--- config.mk ---
export PLATFORM = sky130hd
export DESIGN_NAME = pks_div
export DESIGN_NICKNAME = d
export VERILOG_FILES = /design/src/pks_pkg.sv /design/src/pks_div.sv
export SDC_FILE = /design/constraint.sdc
export NUM_CORES = 1
export LEC_CHECK = 0
export ABC_CLOCK_PERIOD_IN_PS = 7800
export BUFFER_PORTS_ARGS = -buffer_cell sky130_fd_sc_hd__buf_2
export CORE_UTILIZATION = 30
export CTS_CLUSTER_DIAMETER = 100
export DETAILED_ROUTE_END_ITERATION = 8
export GPL_TIMING_DRIVEN = 0
export PLACE_DENSITY_LB_ADDON = 0.3
export SLEW_MARGIN = 10
export SYNTH_ARGS = -nofsm -noshare
export SYNTH_HDL_FRONTEND = slang
export SYNTH_SLANG_ARGS = --single-unit
--- constraint.sdc ---
create_clock -name clock -period 7.8 [get_ports clock]
set_clock_uncertainty 0.05 [all_clocks]
set_input_delay 1.56 -clock clock [delete_from_list [all_inputs] [get_ports clock]]
set_output_delay 1.56 -clock clock [all_outputs]
set_load 0.03 [all_outputs]
--- src/pks_pkg.sv ---
// ----------------------------------------------------------------------------
// pks_pkg: shared types and constants of the plucked string voice
// Request kinds, register indexes, widths, sequencer states and divider status.
// ----------------------------------------------------------------------------
package pks_pkg;

   typedef enum logic [1:0] {
      REQ_RESTART = 2'd0,
      REQ_WRITE   = 2'd1,
      REQ_ADVANCE = 2'd2,
      REQ_RELEASE = 2'd3
   } req_kind_type;

   localparam int CSR_IDX_W  = 3;
   localparam int CSR_DATA_W = 24;

   localparam logic [CSR_IDX_W-1:0] CSR_DELAY_LEN     = 3'd0;
   localparam logic [CSR_IDX_W-1:0] CSR_FEEDBACK_GAIN = 3'd1;
   localparam logic [CSR_IDX_W-1:0] CSR_NOTE_MAX_LEN  = 3'd2;
   localparam logic [CSR_IDX_W-1:0] CSR_ATTACK_LEN    = 3'd3;
   localparam logic [CSR_IDX_W-1:0] CSR_DECAY_LEN     = 3'd4;

   localparam int SAMPLE_W  = 16;
   localparam int DIV_STEPS = 16;
   localparam int DIV_CNT_W = 4;

   typedef enum logic [3:0] {
      ST_IDLE,
      ST_RD_TAP,
      ST_RD_PREV,
      ST_LOOP_MUL,
      ST_WRITE,
      ST_TAP,
      ST_RD_OUT,
      ST_ENV,
      ST_ENV_MUL,
      ST_DIV_GO,
      ST_DIV,
      ST_OUT
   } state_type;

   typedef struct packed {
      logic busy;
      logic done;
   } div_status_type;

endpackage

--- src/pks_div.sv ---
// ----------------------------------------------------------------------------
// pks_div: serial restoring divider for the envelope
// Divides a 32-bit dividend by a 16-bit divisor, one quotient bit a cycle.
// The upper dividend half must be below the divisor (quotient fits 16 bits).
// ----------------------------------------------------------------------------
module pks_div (
   input  logic                   clock,
   input  logic                   reset,
   input  logic                   start,
   input  logic [31:0]            dividend,
   input  logic [15:0]            divisor,
   output pks_pkg::div_status_type status,
   output logic [15:0]            quotient
);

   logic [15:0]                    rem_ff, rem_in;
   logic [15:0]                    quo_ff, quo_in;
   logic [15:0]                    dsr_ff, dsr_in;
   logic [pks_pkg::DIV_CNT_W-1:0]  step_ff, step_in;
   logic                           busy_ff, busy_in;
   logic                           done_ff, done_in;
   logic [16:0]                    trial;
   logic [16:0]                    diff;
   logic                           ge;

   assign trial = {rem_ff, quo_ff[15]};
   assign ge    = trial >= {1'b0, dsr_ff};
   assign diff  = trial - {1'b0, dsr_ff};

   always_comb begin
      rem_in  = rem_ff;
      quo_in  = quo_ff;
      dsr_in  = dsr_ff;
      step_in = step_ff;
      busy_in = busy_ff;
      done_in = 1'b0;
      if (start) begin
         rem_in  = dividend[31:16];
         quo_in  = dividend[15:0];
         dsr_in  = divisor;
         step_in = '0;
         busy_in = 1'b1;
      end else if (busy_ff) begin
         rem_in  = ge ? diff[15:0] : trial[15:0];
         quo_in  = {quo_ff[14:0], ge};
         step_in = step_ff + pks_pkg::DIV_CNT_W'(1);
         if (step_ff == pks_pkg::DIV_CNT_W'(pks_pkg::DIV_STEPS - 1)) begin
            busy_in = 1'b0;
            done_in = 1'b1;
         end
      end
   end

   always_ff @(posedge clock) begin
      if (reset) begin
         busy_ff <= 1'b0;
         done_ff <= 1'b0;
         step_ff <= '0;
      end else begin
         busy_ff <= busy_in;
         done_ff <= done_in;
         step_ff <= step_in;
      end
      rem_ff <= rem_in;
      quo_ff <= quo_in;
      dsr_ff <= dsr_in;
   end

   assign status.busy = busy_ff;
   assign status.done = done_ff;
   assign quotient    = quo_ff;

endmodule

==> out/summary.md <==
The final global-route overflow total is 0. The root buffer cell chosen for the clock tree is clkbuf_8. At the end of routability-driven placement, the weighted congestion stood at 0.818. After synthesis the cells add up to 3100 um2. Once detailed placement completed, the half-perimeter wirelength came to 5150 um. The run gives 54 as the number of sinks driven by the clock tree. The number of setup buffers added after CTS is 0. The proportion of synthesized chip area in sequential cells came out at 50.3%. Of the total power, the clock network draws 20.0%. Number of antenna diodes: 0.

The fill cell instance count of the final layout was 1058. The H-tree was split into 2 levels. The final critical path takes up 50.1% of the cycle. Relative to the synthesized area, the layout overhead comes to 19.9%. The arrival time of the worst setup path is 3.82 ns.

The combinational fraction of design power is 39.2%. TritonCTS built the clock tree. The async set-or-reset flop fraction in the synthesized netlist is 0%.

Averaged over all synthesized cells, the footprint is 11.5 um2. The top achievable clock speed was 256 MHz; the placed instance count was 471. The number of enable-type register cells in the synthesized netlist works out to 48. For the number of vias in the routed layout, the log shows 2294. The logs give 0.467 ns for the post-route worst hold slack and 5 for the total clock buffers created by CTS.

Once detail routing completed, the nets flagged for antenna violations numbered 0. In this run the tightest slew margin relative to its limit is 45.4%. The detailed router finished its first iteration with 79 violations. STA classifies the critical path startpoint as a primary input. Dividing the detail-routed via count by the number of cells gives 4.79. Setup total negative slack on the finished layout was measured at 0 ns.

The final count of hold timing violations is 0, and the floorplan die height is 104 um. The clock latency on the worst-skew pair was 0.32 ns; the cts-stage hold buffer count was 0. Ranked by instance count, the synthesized netlist is headed by edfxtp_1 (48), inv_1 (20), nor2_1 (18). Setup violations remaining at the end of the flow were counted as 0. For the pin with the worst max-slew slack, the measured transition is 0.819 ns. The first detailed-routing pass took 4 iterations.

The clock-pin slew on the worst setup and hold paths was 0.11 ns; the cell-internal power was 0.616 mW. The maximum buffer depth of the clock tree was 2. The flow ran to the end, and the final reports show no timing, DRC or antenna violations.

Data on the critical path is required at its endpoint by 7.71 ns. The share of total power consumed by net switching was 35.8%. Summed over its instances, the top area cell type makes up 46.4% of the synthesized netlist area.

The logs give 31.3% for the starting density of the core and 11700 um for the global-route wire length before repair. The run gives 0 as the number of warnings issued by yosys. The logs give 46 for the count of different cell masters after synthesis and 0.344 mW for the switching power. The floorplan has 36 rows.

The cell area reported after detailed placement was 3610 um2. The worst setup path is of the primary input to flip-flop kind. STA classifies the critical path endpoint as a flip-flop. The synthesized design contains 54 register bits.

Dividing the detail-routed wire length by the instance count gives 15.1 um. The cell taking the most area after synthesis was edfxtp_1. The routed design has 7220 um of wire. The ratio of total power to cell area works out to 258 nW/um2.

In this run the worst hold path is classified as flip-flop to flip-flop. Setup repair after global routing left no endpoint under its margin. The static leakage is 1.57 nW, and the pin count of the biggest net entering global routing is 33. The share of total power in sequential cells was 40.8%; the synthesized net count was 339.

In the final layout, the share of cells above drive strength 1 is 29.8%. The area enclosed by the die boundary is 10800 um2, and the initial antenna violation count is 0. The run gives 0 as the number of violations of the max-capacitance limit. Yosys instantiated no cell more often than edfxtp_1. For this design the top-level I/O count stands at 69. The count of instances resized after the clock tree is built is 0. The tools report the number of global-route vias before repair as 2300. For the reg-to-reg setup timing slack, the log shows 4.76 ns. Horizontal extent of the die: 104 um. The worst-case IR drop observed on VDD is 0.126 mV. The count of buffers added on input and output ports is 68. In this run the standard cell core region covers 9910 um2.

The finished cells cover 3720 um2. The remaining routing DRC violations was 0. In the synthesized netlist, the number of instances is 270. For the total number of nets in the final design, the log shows 414. The finished layout holds 479 standard cells, fillers aside. The commonest register cell after synthesis was edfxtp_1.

By area the synthesized netlist is led by edfxtp_1 (46%), ha_1 (6.9%), mux2_2 (5.8%). The final max-slew violation count is 0, and the clock period minus worst slack is 3.91 ns. For this run, the total global-route usage over all layers was measured as 13.7%.

In this run the worst path has a maximum fanout of 32.
==> worst max-delay path, cell delays in order <==
cell	delay [ns]
buf_2	0.37
clkbuf_1	0.31
clkbuf_1	0.49
buf_2	0.36
or2_2	0.70
==> state kept, by name, indices dropped and copies added (netlist names) <==
signal,count
dsr_ff,16
step_ff,4
busy_ff,1
quotient,16
done_ff,1
rem_ff,16
==> layer usage <==
| metal | vias to the layer above | track usage (%) | part of all wire, % |
|---|---|---|---|
| met3 | 7 | 3.96 | 5.4 |
| met1 | 1084 | 18.4 | 49 |
| met2 | 60 | 22.0 | 45 |
| li1 | 1143 | - | - |
| met5 | - | 0 | 0 |
| met4 | 0 | 3.06 | 0.97 |
==> path summary, 6_finish.rpt <==
check | from | endpoint | cells after the start
worst max-delay path | start | quotient[7]$_DFFE_PP_ | 5
worst min-delay path | step_ff[3]$_SDFFE_PP0P_ | done_ff$_SDFF_PP0_ | 2
worst max register to register | quotient[15]$_DFFE_PP_ | rem_ff[12]$_DFFE_PP_ | 11
worst min register to register | step_ff[3]$_SDFFE_PP0P_ | done_ff$_SDFF_PP0_ | 2
==> power groups by stage <==
stage / registers [mW] / clock network (mW) / logic (mW)
finish: 0.392 / 0.192 / 0.377
CTS: 0.392 / 0.200 / 0.377
global placement: 0.397 / 0 / 0.370
detailed placement: 0.398 / 0 / 0.375
floorplan: 0.412 / 0 / 0.269
global route: 0.397 / 0.206 / 0.417
==> metrics by stage <==
stage,worst slack [ns],power (mW),utilization (%)
global route,3.66,1.02,37.6
finish,3.89,0.960,37.6
detailed placement,3.44,0.773,36.4
global placement,3.48,0.767,36.4
floorplan,4.68,0.680,-
CTS,3.82,0.969,37.6
==> logic make-up (layout without fill, tap and decap cells) <==
kind of cell	count (synthesis)	in the layout	synth area share [%]
fa+ha+maj	18	18	7.50
buf+inv	35	111	4.96
xor+xnor	16	16	4.51
simple gates	69	69	11.3
flops	54	54	50.3
mux	23	23	8.06
compound gates	55	55	13.3
==> cell usage in the layout (no fill, tap or decap), types with 2 or more instances in the layout <==
master / Yosys / routed
inv_1: 20 / 20
dfxtp_1: 6 / 6
nand2_1: 17 / 17
o21ai_0: 8 / 8
nand2b_1: 4 / 4
a221o_1: 3 / 3
nand4_1: 2 / 2
mux2i_1: 7 / 7
nor2_1: 18 / 18
nand3_1: 4 / 4
clkbuf_1: 8 / 8
xnor2_1: 4 / 4
nor3_1: 3 / 3
buf_4: 3 / 3
inv_6: 0 / 2
a21oi_1: 15 / 15
a31oi_1: 2 / 2
o311ai_0: 7 / 7
ha_1: 17 / 17
nor2b_1: 6 / 6
mux2_2: 16 / 16
xor2_1: 12 / 12
a221oi_2: 2 / 2
buf_2: 3 / 71
clkbuf_8: 0 / 5
o211ai_1: 2 / 2
a21o_1: 5 / 5
nand3b_1: 7 / 7
edfxtp_1: 48 / 48
and3_1: 3 / 3
==> layout make-up <==
class / instances / area, um2 / share of cell area, %
clock inverter: 2 / 17.5 / 0.471
multi-input combinational: 181 / 1390 / 37.3
clock buffer: 6 / 93.8 / 2.52
timing repair buffer: 68 / 340 / 9.14
sequential: 54 / 1560 / 41.9
buffer: 15 / 78.8 / 2.12
tap: 133 / 166 / 4.47
inverter: 20 / 75.1 / 2.02
Power figures use the tool's default switching activity.
